### src/hw/rtl/sbsph_pkg.sv
// shared types, constants and log2 helpers of the spectrum smoothing and peak hold core
package sbsph_pkg;

    localparam int BIN_W       = 10;
    localparam int MAG_W       = 32;
    localparam int LVL_W       = 16;
    localparam int S_TDATA_W   = 48;
    localparam int M_TDATA_W   = 48;
    localparam int CFG_ADDR_W  = 2;
    localparam int CFG_DATA_W  = 16;

    localparam int NUM_BINS_DEF = 1024;
    localparam int FFT_SIZE     = 2048;

    // register indexes
    localparam logic [CFG_ADDR_W-1:0] REG_MIN_DB    = 2'd0;
    localparam logic [CFG_ADDR_W-1:0] REG_MAX_DB    = 2'd1;
    localparam logic [CFG_ADDR_W-1:0] REG_SMOOTH    = 2'd2;
    localparam logic [CFG_ADDR_W-1:0] REG_PEAK_DEC  = 2'd3;

    // register reset values
    localparam logic signed [15:0] MIN_DB_RESET   = -16'sd25600;
    localparam logic signed [15:0] MAX_DB_RESET   = 16'sd0;
    localparam logic [8:0]         SMOOTH_RESET   = 9'd128;
    localparam logic [11:0]        PEAK_DEC_RESET = 12'd154;

    localparam logic [8:0] COEFF_MAX = 9'd256;

    // log2(1e-6) in q16 and 20*log10(2) in q16
    localparam int LOG2_FLOOR  = -1306235;
    localparam int DB_PER_LOG2 = 394566;

    typedef struct packed {
        logic signed [15:0] min_db;
        logic signed [15:0] max_db;
        logic [8:0]         coeff;
        logic [11:0]        decay;
    } cfg_t;

    typedef struct packed {
        logic signed [15:0] smoothed;
        logic signed [15:0] peak;
    } st_t;

    // one bin with its levels: write-back bus and result item
    typedef struct packed {
        logic             valid;
        logic [BIN_W-1:0] bin;
        st_t              st;
    } lvl_t;

    // front pipeline to state update stage
    typedef struct packed {
        logic               valid;
        logic               in_range;
        logic [BIN_W-1:0]   bin;
        logic signed [15:0] db;
        st_t                st;
    } upd_t;

    localparam st_t ST_RESET = '{smoothed: MIN_DB_RESET, peak: MIN_DB_RESET};

    // log2(1 + k/16) in q16, k = 0..16
    function automatic logic [16:0] log2_frac(input logic [4:0] k);
        logic [16:0] v;
        case (k)
            5'd0:    v = 17'd0;
            5'd1:    v = 17'd5732;
            5'd2:    v = 17'd11136;
            5'd3:    v = 17'd16248;
            5'd4:    v = 17'd21098;
            5'd5:    v = 17'd25711;
            5'd6:    v = 17'd30109;
            5'd7:    v = 17'd34312;
            5'd8:    v = 17'd38336;
            5'd9:    v = 17'd42196;
            5'd10:   v = 17'd45904;
            5'd11:   v = 17'd49472;
            5'd12:   v = 17'd52911;
            5'd13:   v = 17'd56228;
            5'd14:   v = 17'd59434;
            5'd15:   v = 17'd62534;
            5'd16:   v = 17'd65536;
            default: v = 17'd65536;
        endcase
        return v;
    endfunction

    // log2 in q16 of a constant, used at elaboration only
    function automatic int log2_q16(input logic [31:0] x);
        int          p;
        logic [31:0] nrm;
        logic [4:0]  idx;
        logic [11:0] rem;
        logic [16:0] lo;
        logic [16:0] hi;
        p = 0;
        for (int i = 0; i < 32; i++) begin
            if (x[i]) begin
                p = i;
            end
        end
        nrm = x << (31 - p);
        idx = {1'b0, nrm[30:27]};
        rem = nrm[26:15];
        lo  = log2_frac(idx);
        hi  = log2_frac(idx + 5'd1);
        return p * 65536 + int'(lo) + ((int'(hi) - int'(lo)) * int'(rem)) / 4096;
    endfunction

    // q16 offset: 16 fraction bits of the magnitude, times 2, over fft size
    localparam int LOG2_OFFSET = 15 * 65536 + log2_q16(32'(FFT_SIZE));

    // newest in-flight value of a bin wins over an older copy
    function automatic st_t fwd_st(input lvl_t wb, input logic [BIN_W-1:0] bin,
                                   input st_t cur);
        return (wb.valid && (wb.bin == bin)) ? wb.st : cur;
    endfunction

endpackage

### src/hw/rtl/sbsph_outbuf.sv
// two-entry output skid buffer that sets the pipeline advance
module sbsph_outbuf (
    input  logic             clk,
    input  logic             rstn,
    input  sbsph_pkg::lvl_t  in_item,
    output logic             in_ready,
    output logic             out_valid,
    input  logic             out_ready,
    output sbsph_pkg::lvl_t  out_item
);

    logic [1:0]      count_reg;
    logic [1:0]      count_next;
    sbsph_pkg::lvl_t e0_reg;
    sbsph_pkg::lvl_t e1_reg;
    logic            push;
    logic            pop;

    assign in_ready  = (count_reg != 2'd2) || out_ready;
    assign push      = in_item.valid && in_ready;
    assign pop       = out_valid && out_ready;
    assign out_valid = (count_reg != 2'd0);
    assign out_item  = e0_reg;

    always_comb begin
        count_next = count_reg;
        if (push && !pop) begin
            count_next = count_reg + 2'd1;
        end else if (pop && !push) begin
            count_next = count_reg - 2'd1;
        end
    end

    always_ff @(posedge clk) begin
        if (!rstn) begin
            count_reg <= 2'd0;
        end else begin
            count_reg <= count_next;
        end
    end

    always_ff @(posedge clk) begin
        case (count_reg)
            2'd0: begin
                if (push) begin
                    e0_reg <= in_item;
                end
            end
            2'd1: begin
                if (push && pop) begin
                    e0_reg <= in_item;
                end else if (push) begin
                    e1_reg <= in_item;
                end
            end
            2'd2: begin
                if (pop) begin
                    e0_reg <= e1_reg;
                    if (push) begin
                        e1_reg <= in_item;
                    end
                end
            end
            default: begin
            end
        endcase
    end

endmodule

### config.mk
export PLATFORM = sky130hd
export DESIGN_NAME = sbsph_outbuf
export DESIGN_NICKNAME = d
export VERILOG_FILES = /design/src/hw/rtl/sbsph_pkg.sv /design/src/hw/rtl/sbsph_outbuf.sv
export SDC_FILE = /design/constraint.sdc
export NUM_CORES = 1
export LEC_CHECK = 0
export BUFFER_PORTS_ARGS = -buffer_cell sky130_fd_sc_hd__buf_2
export CAP_MARGIN = 20
export CELL_PAD_IN_SITES_DETAIL_PLACEMENT = 1
export CELL_PAD_IN_SITES_GLOBAL_PLACEMENT = 1
export CORE_ASPECT_RATIO = 0.75
export CORE_MARGIN = 4
export CORE_UTILIZATION = 47
export DETAILED_ROUTE_END_ITERATION = 8
export HOLD_SLACK_MARGIN = 0.06
export PLACE_DENSITY = 0.88
export SYNTH_ARGS = -nofsm -noshare
export SYNTH_HDL_FRONTEND = slang
export SYNTH_SLANG_ARGS = --single-unit
### constraint.sdc
create_clock -name clk -period 8.7 [get_ports clk]
set_clock_uncertainty 0.05 [all_clocks]
set_input_delay 1.74 -clock clk [delete_from_list [all_inputs] [get_ports clk]]
set_output_delay 1.74 -clock clk [all_outputs]
set_load 0.005 [all_outputs]
==> flow_summary.json <==
{
  "ioPinCount": 91,
  "drv_cap": 0,
  "antenna_found_initial": 0,
  "dpl_cell_area_mm2": 0.00391,
  "ant_nets": 0,
  "hp-class": "flip-flop to flip-flop",
  "cts_setup_buffers": 0,
  "tns_ns": 0,
  "clock_latency_ns": 0.34,
  "via_per_inst": 4.84,
  "grt.total_usage": 0.163,
  "max_stage_delay_ns": 0.14,
  "crit_top_cell": "buf_2",
  "clk_pin_slew_ns": 0.08,
  "slew-limit-headroom": 0.372,
  "grt_pass1_wl_um": 10200,
  "finalCriticalPeriod_ns": 3.91,
  "critPathCaptureType": "primary output",
  "yosys-top-cells-area": "edfxtp_1 77%, mux2_2 14%, ha_1 2.2%",
  "synth_area_mm2": 0.00334,
  "path_class": "input port to primary output",
  "grt_max_degree": 49,
  "h-tree-depth": 3,
  "cp_max_fo": 2,
  "drt_first_pass_iters": 4,
  "numCtsBuffers": 9,
  "layout_commonest_cell": "buf_2",
  "place_congestion": 0.697,
  "die_h_um": 81.0,
  "rows": 26,
  "crit_required_ns": 6.91,
  "cp_top_family": "buffers and inverters",
  "netlist_instances": 163,
  "synthToLayoutAreaGrowth_pct": 24.0,
  "synth_top_area_frac": 0.774,
  "cts_resized": 0,
  "rsz0062_at_grt": "false",
  "worstPathArrival_ns": 2.12,
  "diodes": 0,
  "io_buffer_count": 90,
  "instances_no_fill": 364,
  "cp_num_buf_inv": 2,
  "core_area_mm2": 0.00686,
  "drc_errors": 0,
  "cts_buffer_depth": 2,
  "vdd_ir_drop_max_v": 0.000162,
  "start_kind": "input port",
  "drive_above_1_share": 0.571,
  "yosysSeqAreaShare": 0.786,
  "slowest_stage": "nand2b_1",
  "cts_tree": "done",
  "power_density_mw_per_mm2": 364,
  "grt_pass1_vias": 1819,
  "drt-initial-drc-count": 69,
  "worst_pin_slew_ns": 0.939,
  "yosys_warnings": 0,
  "via_count": 1761,
  "fmax_mhz": 256,
  "syn-num-nets": 215,
  "die_w_um": 105,
  "hpwl_um": 4540,
  "dieArea_mm2": 0.00853,
  "wl_per_cell_um": 18.0,
  "finalPower_mw": 1.51,
  "initial_utilization": 0.486,
  "power_leakage_nw": 1.58,
  "synth.distinct_cells": 17,
  "finalHoldViolCount": 0,
  "routed_wl_um": 6550,
  "yosysTopAreaCell": "edfxtp_1",
  "nets": 314,
  "crit_chain": "buf_2, nand2b_1, buf_2",
  "overflow": 0,
  "fin_area_mm2": 0.00414,
  "clock_sinks": 88,
  "slew_violations": 0,
  "postSynthAreaPerCell_um2": 20.5,
  "final_cell_mix": "90 x buf_2, 86 x edfxtp_1, 42 x mux2_2",
  "status": "completed",
  "setup-violations-final": 0,
  "dp.cells": 348,
  "clockRootBuffer": "clkbuf_8",
  "ys_ff_latch": 88,
  "post-route-period-util": 0.449,
  "postCtsHoldBufs": 0,
  "fillers": 632
}
==> metrics by stage <==
step	hold WS [ns]	util	setup slack, ns
4_1_cts	0.505	0.600	4.72
3_3_place_gp	0.466	0.570	4.44
6_report	0.502	0.603	4.79
3_5_place_dp	0.484	0.570	4.35
2_1_floorplan	0.450	-	2.65
5_1_grt	0.514	0.603	4.64
==> report_power, final <==
group          internal [mW]  switching (mW)
registers              0.706          0.0511
clock network          0.161           0.135
logic                  0.195           0.261
total                   1.06           0.447
==> cell type report <==
| cell class | count | area (um^2) | area share |
|---|---|---|---|
| well taps | 98 | 123 | 0.0296 |
| repair buffers | 93 | 485 | 0.117 |
| multi-input cells | 64 | 677 | 0.163 |
| clock inverters | 5 | 82.6 | 0.0199 |
| flip-flops and latches | 88 | 2620 | 0.633 |
| clock buffers | 10 | 128 | 0.0308 |
| inverters | 6 | 22.5 | 0.00544 |
==> cell families after synthesis <==
kind of cell | synth area share
AND/OR/NAND/NOR | 0.0120
adder cells (fa/ha/maj) | 0.0225
XOR/XNOR | 0.00525
multiplexers | 0.142
flip-flops | 0.786
AO/OA/AOI/OAI | 0.0131
buffers and inverters | 0.0199
==> cells in the mapped netlist <==
master    number
a221oi_1       1
o21ai_1        1
xnor2_1        1
xor2_1         1
dfxtp_1        2
edfxtp_1      86
nand2_1        4
buf_2          2
a21o_1         1
mux2_2        42
nand2b_1       1
and2_1         3
o21ai_0        2
buf_6          3
a211oi_2       1
inv_1          6
ha_1           6
==> path summary, 6_finish.rpt <==
kind                start           end  slack [ns]  cells past startpoint
max             out_ready      in_ready        4.79                      3
min            e1_reg[40]  out_item[40]        0.50                      1
max reg2reg  count_reg[0]     e1_reg[7]        5.49                      9
min reg2reg    e1_reg[40]  out_item[40]        0.50                      1
==> per-layer routing <==
layer | vias to the layer above | wire length (um) | track usage
met2 | 83 | 3130 | 0.261
met5 | - | 0 | 0
li1 | 823 | - | -
met4 | 0 | 19 | 0.0315
met1 | 851 | 2870 | 0.210
met3 | 4 | 531 | 0.0707
No activity file was read; power rests on OpenSTA's default activity.
