### src/hw/rtl/sbsph_pkg.sv
// shared types, constants and log2 helpers of the spectrum smoothing and peak hold core
package sbsph_pkg;

    localparam int BIN_W       = 10;
    localparam int MAG_W       = 32;
    localparam int LVL_W       = 16;
    localparam int S_TDATA_W   = 48;
    localparam int M_TDATA_W   = 48;
    localparam int CFG_ADDR_W  = 2;
    localparam int CFG_DATA_W  = 16;

    localparam int NUM_BINS_DEF = 1024;
    localparam int FFT_SIZE     = 2048;

    // register indexes
    localparam logic [CFG_ADDR_W-1:0] REG_MIN_DB    = 2'd0;
    localparam logic [CFG_ADDR_W-1:0] REG_MAX_DB    = 2'd1;
    localparam logic [CFG_ADDR_W-1:0] REG_SMOOTH    = 2'd2;
    localparam logic [CFG_ADDR_W-1:0] REG_PEAK_DEC  = 2'd3;

    // register reset values
    localparam logic signed [15:0] MIN_DB_RESET   = -16'sd25600;
    localparam logic signed [15:0] MAX_DB_RESET   = 16'sd0;
    localparam logic [8:0]         SMOOTH_RESET   = 9'd128;
    localparam logic [11:0]        PEAK_DEC_RESET = 12'd154;

    localparam logic [8:0] COEFF_MAX = 9'd256;

    // log2(1e-6) in q16 and 20*log10(2) in q16
    localparam int LOG2_FLOOR  = -1306235;
    localparam int DB_PER_LOG2 = 394566;

    typedef struct packed {
        logic signed [15:0] min_db;
        logic signed [15:0] max_db;
        logic [8:0]         coeff;
        logic [11:0]        decay;
    } cfg_t;

    typedef struct packed {
        logic signed [15:0] smoothed;
        logic signed [15:0] peak;
    } st_t;

    // one bin with its levels: write-back bus and result item
    typedef struct packed {
        logic             valid;
        logic [BIN_W-1:0] bin;
        st_t              st;
    } lvl_t;

    // front pipeline to state update stage
    typedef struct packed {
        logic               valid;
        logic               in_range;
        logic [BIN_W-1:0]   bin;
        logic signed [15:0] db;
        st_t                st;
    } upd_t;

    localparam st_t ST_RESET = '{smoothed: MIN_DB_RESET, peak: MIN_DB_RESET};

    // log2(1 + k/16) in q16, k = 0..16
    function automatic logic [16:0] log2_frac(input logic [4:0] k);
        logic [16:0] v;
        case (k)
            5'd0:    v = 17'd0;
            5'd1:    v = 17'd5732;
            5'd2:    v = 17'd11136;
            5'd3:    v = 17'd16248;
            5'd4:    v = 17'd21098;
            5'd5:    v = 17'd25711;
            5'd6:    v = 17'd30109;
            5'd7:    v = 17'd34312;
            5'd8:    v = 17'd38336;
            5'd9:    v = 17'd42196;
            5'd10:   v = 17'd45904;
            5'd11:   v = 17'd49472;
            5'd12:   v = 17'd52911;
            5'd13:   v = 17'd56228;
            5'd14:   v = 17'd59434;
            5'd15:   v = 17'd62534;
            5'd16:   v = 17'd65536;
            default: v = 17'd65536;
        endcase
        return v;
    endfunction

    // log2 in q16 of a constant, used at elaboration only
    function automatic int log2_q16(input logic [31:0] x);
        int          p;
        logic [31:0] nrm;
        logic [4:0]  idx;
        logic [11:0] rem;
        logic [16:0] lo;
        logic [16:0] hi;
        p = 0;
        for (int i = 0; i < 32; i++) begin
            if (x[i]) begin
                p = i;
            end
        end
        nrm = x << (31 - p);
        idx = {1'b0, nrm[30:27]};
        rem = nrm[26:15];
        lo  = log2_frac(idx);
        hi  = log2_frac(idx + 5'd1);
        return p * 65536 + int'(lo) + ((int'(hi) - int'(lo)) * int'(rem)) / 4096;
    endfunction

    // q16 offset: 16 fraction bits of the magnitude, times 2, over fft size
    localparam int LOG2_OFFSET = 15 * 65536 + log2_q16(32'(FFT_SIZE));

    // newest in-flight value of a bin wins over an older copy
    function automatic st_t fwd_st(input lvl_t wb, input logic [BIN_W-1:0] bin,
                                   input st_t cur);
        return (wb.valid && (wb.bin == bin)) ? wb.st : cur;
    endfunction

endpackage

### src/hw/rtl/sbsph_update.sv
// state update stage: smoothing, peak hold with decay, write-back bus
module sbsph_update (
    input  logic             clk,
    input  logic             rstn,
    input  logic             en,
    input  sbsph_pkg::cfg_t  cfg,
    input  sbsph_pkg::upd_t  d,
    output sbsph_pkg::lvl_t  wb,
    output sbsph_pkg::lvl_t  res
);

    logic                        e_valid_reg;
    logic                        e_inr_reg;
    logic [sbsph_pkg::BIN_W-1:0] e_bin_reg;
    logic signed [15:0]          e_db_reg;
    sbsph_pkg::st_t              e_st_reg;

    logic [8:0]         coeff;
    logic signed [16:0] diff;
    logic signed [26:0] prod;
    logic signed [26:0] prod_rnd;
    logic signed [18:0] step;
    logic signed [18:0] s_wide;
    logic signed [15:0] s_new;
    logic signed [16:0] pk_dec;
    logic signed [16:0] min_w;
    logic signed [15:0] pk_fl;
    sbsph_pkg::st_t     st_new;

    always_comb begin
        coeff    = (cfg.coeff > sbsph_pkg::COEFF_MAX) ? sbsph_pkg::COEFF_MAX : cfg.coeff;
        diff     = 17'(e_db_reg) - 17'(e_st_reg.smoothed);
        prod     = $signed({1'b0, coeff}) * diff;
        prod_rnd = prod + 27'sd128;
        step     = $signed(prod_rnd[26:8]);
        s_wide   = 19'(e_st_reg.smoothed) + step;
        s_new    = s_wide[15:0];
        pk_dec   = 17'(e_st_reg.peak) - $signed({5'd0, cfg.decay});
        min_w    = 17'(cfg.min_db);
        pk_fl    = (pk_dec < min_w) ? cfg.min_db : pk_dec[15:0];
        st_new.smoothed = s_new;
        st_new.peak     = (s_new > e_st_reg.peak) ? s_new : pk_fl;
    end

    always_ff @(posedge clk) begin
        if (!rstn) begin
            e_valid_reg <= 1'b0;
        end else if (en) begin
            e_valid_reg <= d.valid;
        end
    end

    always_ff @(posedge clk) begin
        if (en) begin
            e_inr_reg <= d.in_range;
            e_bin_reg <= d.bin;
            e_db_reg  <= d.db;
            e_st_reg  <= sbsph_pkg::fwd_st(wb, d.bin, d.st);
        end
    end

    assign wb.valid  = e_valid_reg && e_inr_reg;
    assign wb.bin    = e_bin_reg;
    assign wb.st     = st_new;

    assign res.valid = e_valid_reg;
    assign res.bin   = e_bin_reg;
    assign res.st    = e_inr_reg ? st_new : '0;

endmodule

### config.mk
export PLATFORM = sky130hd
export DESIGN_NAME = sbsph_update
export DESIGN_NICKNAME = d
export VERILOG_FILES = /design/src/hw/rtl/sbsph_pkg.sv /design/src/hw/rtl/sbsph_update.sv
export SDC_FILE = /design/constraint.sdc
export NUM_CORES = 1
export LEC_CHECK = 0
export BUFFER_PORTS_ARGS = -buffer_cell sky130_fd_sc_hd__buf_2
export CAP_MARGIN = 5
export CORE_ASPECT_RATIO = 1.4
export CORE_UTILIZATION = 30
export CTS_CLUSTER_SIZE = 30
export DETAILED_ROUTE_END_ITERATION = 10
export GPL_TIMING_DRIVEN = 0
export PLACE_DENSITY = 0.6
export SETUP_SLACK_MARGIN = 0.2
export SLEW_MARGIN = 20
export SYNTH_ARGS = -nofsm -noshare
export SYNTH_HDL_FRONTEND = slang
export SYNTH_SLANG_ARGS = --single-unit
### constraint.sdc
create_clock -name clk -period 27.6 [get_ports clk]
set_input_delay 2.76 -clock clk [delete_from_list [all_inputs] [get_ports clk]]
set_output_delay 2.76 -clock clk [all_outputs]
set_load 0.05 [all_outputs]
==> flow_summary.html <==
<table>
<tr><th>Metric</th><th>Value</th></tr>
<tr><th colspan="2">Die</th></tr>
<tr><td>Height of the die</td><td>231 um</td></tr>
<tr><td>Number of top-level design ports</td><td>202</td></tr>
<tr><td>Number of placement rows</td><td>83</td></tr>
<tr><td>Core Region</td><td>0.0368 mm2</td></tr>
<tr><td>Die extent in x</td><td>165 um</td></tr>
<tr><td>Overall die area</td><td>0.0381 mm2</td></tr>
<tr><td>Initial cell density of the core</td><td>0.304</td></tr>
<tr><th colspan="2">Global routing</th></tr>
<tr><td>Via count of the first global-routing pass</td><td>9893</td></tr>
<tr><td>Total global routing overflow</td><td>0</td></tr>
<tr><td>Wire length of the first global-routing pass</td><td>51100 um</td></tr>
<tr><td>Global-route total usage across every layer</td><td>0.176</td></tr>
<tr><td>Pin count of the biggest net entering global routing</td><td>61</td></tr>
<tr><td>Number of antenna violations at the first check in global routing</td><td>4</td></tr>
<tr><th colspan="2">Cells and area</th></tr>
<tr><td>Area grow syn2layout</td><td>16.2%</td></tr>
<tr><td>Fraction of final layout cells with drive strength greater than 1</td><td>0.176</td></tr>
<tr><td>Number of flip-flops in the largest register</td><td>32</td></tr>
<tr><td>Total Nets Final</td><td>1842</td></tr>
<tr><th colspan="2">Worst setup path</th></tr>
<tr><td>CP Launch Point</td><td>cfg[20]</td></tr>
<tr><td>Worst R2R Start</td><td>e_st_reg[17]</td></tr>
<tr><td>Slowest-stage cell, CP</td><td>a2111oi_0</td></tr>
<tr><td>Highest cell delay on the worst timing path</td><td>0.73 ns</td></tr>
<tr><td>WS Path Type</td><td>in2out</td></tr>
<tr><td>Top fanout value on the critical path</td><td>10</td></tr>
<tr><td>Data required time of the worst path</td><td>24.84 ns</td></tr>
<tr><td>Startpoint class of the critical path</td><td>input pin</td></tr>
<tr><td>Endpoint type of the worst setup path</td><td>primary output</td></tr>
<tr><td>Top cell by count, worst path</td><td>fa_1</td></tr>
<tr><td>Critical Path AT</td><td>14.49 ns</td></tr>
<tr><th colspan="2">Yosys</th></tr>
<tr><td>Number of flops mapped to enable cells by yosys</td><td>59</td></tr>
<tr><td>Number of warning messages in the yosys log</td><td>0</td></tr>
<tr><td>Number of register bits inferred by synthesis</td><td>60</td></tr>
<tr><td>Dominant cells by area after synthesis</td><td>fa_1 (21%), ha_1 (16%), edfxtp_1 (16%)</td></tr>
<tr><td>Predominant post-synthesis flop cell</td><td>edfxtp_1</td></tr>
<tr><td>Combined area of all synthesized cells</td><td>0.0112 mm2</td></tr>
<tr><td>Compound-gate portion of the synthesized area</td><td>0.112</td></tr>
<tr><td>Per-instance average area after synthesis</td><td>8.84 um2</td></tr>
<tr><td>Post-synthesis xor/xnor area fraction</td><td>0.0595</td></tr>
<tr><td>Post-synth top area share</td><td>0.215</td></tr>
<tr><td>Synth Area in Adders</td><td>0.376</td></tr>
<tr><td>Portion of the post-synthesis area used by sequential elements</td><td>0.160</td></tr>
<tr><td>Gate count of the mapped netlist</td><td>1266</td></tr>
<tr><td>Proportion of synthesized area in mux cells</td><td>0.0451</td></tr>
<tr><td>FFs w/ async S/R, synth</td><td>0</td></tr>
<tr><td>Dominant combinational cell family by area after synthesis</td><td>adder cells</td></tr>
<tr><td>Most common cell in the netlist</td><td>inv_1</td></tr>
<tr><td>Simple-gate portion of the synthesized area</td><td>0.148</td></tr>
<tr><td>Mapped Nets</td><td>1646</td></tr>
<tr><td>Most area-hungry cell type in the Yosys netlist</td><td>fa_1</td></tr>
<tr><td>Count of unique library cells instantiated by Yosys</td><td>75</td></tr>
<tr><td>Most used standard cells in the synthesized netlist</td><td>inv_1 (249), ha_1 (144), fa_1 (120)</td></tr>
<tr><th colspan="2">Route</th></tr>
<tr><td>Post-detailed-route wirelength per cell</td><td>16.5 um</td></tr>
<tr><td>Count of antenna-violating nets left after detailed routing</td><td>0</td></tr>
<tr><td>Total via count in the routed design</td><td>9299</td></tr>
<tr><td>Final wirelength</td><td>32100 um</td></tr>
<tr><td>DRC violations left</td><td>8</td></tr>
<tr><td>First DRT Iteration DRCs</td><td>374</td></tr>
<tr><td>Drt pass-1 iters</td><td>8</td></tr>
<tr><td>Detail-routed via count per cell</td><td>4.79</td></tr>
<tr><th colspan="2">Clock network</th></tr>
<tr><td>Number of setup buffers added after CTS</td><td>0</td></tr>
<tr><td>TritonCTS Buffers</td><td>9</td></tr>
<tr><td>Register clock-pin slew on the reported worst setup and hold paths</td><td>0.05 ns</td></tr>
<tr><td>Root Driver</td><td>clkbuf_16</td></tr>
<tr><td>Sinks on Clock Net</td><td>60</td></tr>
<tr><td>Post-CTS resize count</td><td>0</td></tr>
<tr><td>Post-cts hold buffer count</td><td>0</td></tr>
<tr><td>CTS tree</td><td>built</td></tr>
<tr><td>Maximum level of the CTS H-tree</td><td>3</td></tr>
<tr><td>Longest Clk Path Bufs</td><td>2</td></tr>
<tr><td>Clock network latency to the later pin of the worst-skew pair</td><td>0.36 ns</td></tr>
<tr><th colspan="2">STA</th></tr>
<tr><td>Final setup vio count</td><td>0</td></tr>
<tr><td>Share of the clock period used by the worst path after layout</td><td>0.625</td></tr>
<tr><td>Worst-Margin Slew</td><td>0.950 ns</td></tr>
<tr><td>Pins Over Slew Limit</td><td>0</td></tr>
<tr><td>Max_slew headroom</td><td>0.362</td></tr>
<tr><td>Post-route minimum period</td><td>17.25 ns</td></tr>
<tr><td>Post-Route Skew</td><td>0.00794 ns</td></tr>
<tr><td>Total Negative Setup Slacks</td><td>0 ns</td></tr>
<tr><td>Number of hold violations in the final report</td><td>0</td></tr>
<tr><td>FMAX</td><td>58.0 MHz</td></tr>
<tr><td>RSZ-0062 raised after global routing</td><td>false</td></tr>
<tr><th colspan="2">Job</th></tr>
<tr><td>Number of maximum-capacitance constraint violations</td><td>0</td></tr>
<tr><th colspan="2">Status</th></tr>
<tr><td>Result of the run</td><td>complete, but fails checks</td></tr>
<tr><td>Violations in the final reports</td><td>design-rule violations</td></tr>
<tr><th colspan="2">Placed design</th></tr>
<tr><td>RePlAce Congestion</td><td>0.879</td></tr>
<tr><td>Number of I/O port buffers</td><td>185</td></tr>
<tr><td>Detailed-placement wirelength estimate</td><td>27800 um</td></tr>
<tr><th colspan="2">Worst hold path</th></tr>
<tr><td>Hold Crit Class</td><td>reg2reg</td></tr>
<tr><td>Beginning of the worst hold path</td><td>e_valid_reg</td></tr>
</table>
cell usage in the layout, fill, tap and decap left out, types with 29 or more instances in the layout:
cell type and instances:
ha_1 144, xnor2_1 56, nor2_1 104, and2_1 29, a21oi_1 45, nand2_1 108, o21ai_0 37, nor2b_1 29
fa_1 120, inv_1 249, buf_2 185, edfxtp_1 59
metrics by stage:
stage | hold slack [ns] | cell area [um2] | utilization | setup WS, ns | cells
after floorplan | 0.498 | 11200 | - | 11.43 | 1266
after global placement | 0.528 | 12700 | 0.345 | 10.34 | 1918
after detailed placement | 0.537 | 12700 | 0.346 | 10.25 | 1918
after CTS | 0.545 | 13000 | 0.353 | 10.23 | 1934
after global routing | 0.591 | 13000 | 0.353 | 9.63 | 1938
final | 0.544 | 13000 | 0.354 | 10.35 | 1940
worst max-delay path: cells and delay by family:
| kind | cells | cell delay [ns] |
|---|---|---|
| simple gates | 9 | 1.73 |
| compound gates | 14 | 3.95 |
| mux | 1 | 0.43 |
| fa+ha+maj | 8 | 3.55 |
| buf+inv | 9 | 1.91 |
| xor+xnor | 1 | 0.15 |
kinds of logic (layout without fill, tap and decap cells):
family / Yosys count / after routing
AO/OA/AOI/OAI: 185 / 185
other: 0 / 6
flip-flops: 60 / 60
buffers and inverters: 285 / 486
XOR/XNOR: 76 / 76
multiplexers: 46 / 46
AND/OR/NAND/NOR: 350 / 350
adder cells (fa/ha/maj): 264 / 264
layer usage:
layer	part of all wire	global-route usage
met1	0.37	0.185
met2	0.56	0.337
met3	0.028	0.0135
met4	0.044	0.0955
met5	0	0
path summary, 6_finish.rpt:
kind | endpoint | slack, ns | depth (start not counted)
max | res[2] | 10.35 | 42
min reg2reg | e_valid_reg | 0.54 | 2
min | e_valid_reg | 0.54 | 2
max reg2reg | e_st_reg[2] | 15.18 | 44
area by class of cell:
cell class              instances  area [um2]
diodes                          6        15.0
plain buffers                  35         174
clock buffers                  12         256
clock inverters                 4        25.0
fillers                      3859       23800
inverters                     250         938
multi-input cells             921        8290
flip-flops and latches         60        1790
well taps                     467         584
repair buffers                185         928
Power is not shown: default switching activity piles up to over one toggle a cycle in this logic, so the estimate is an artifact.
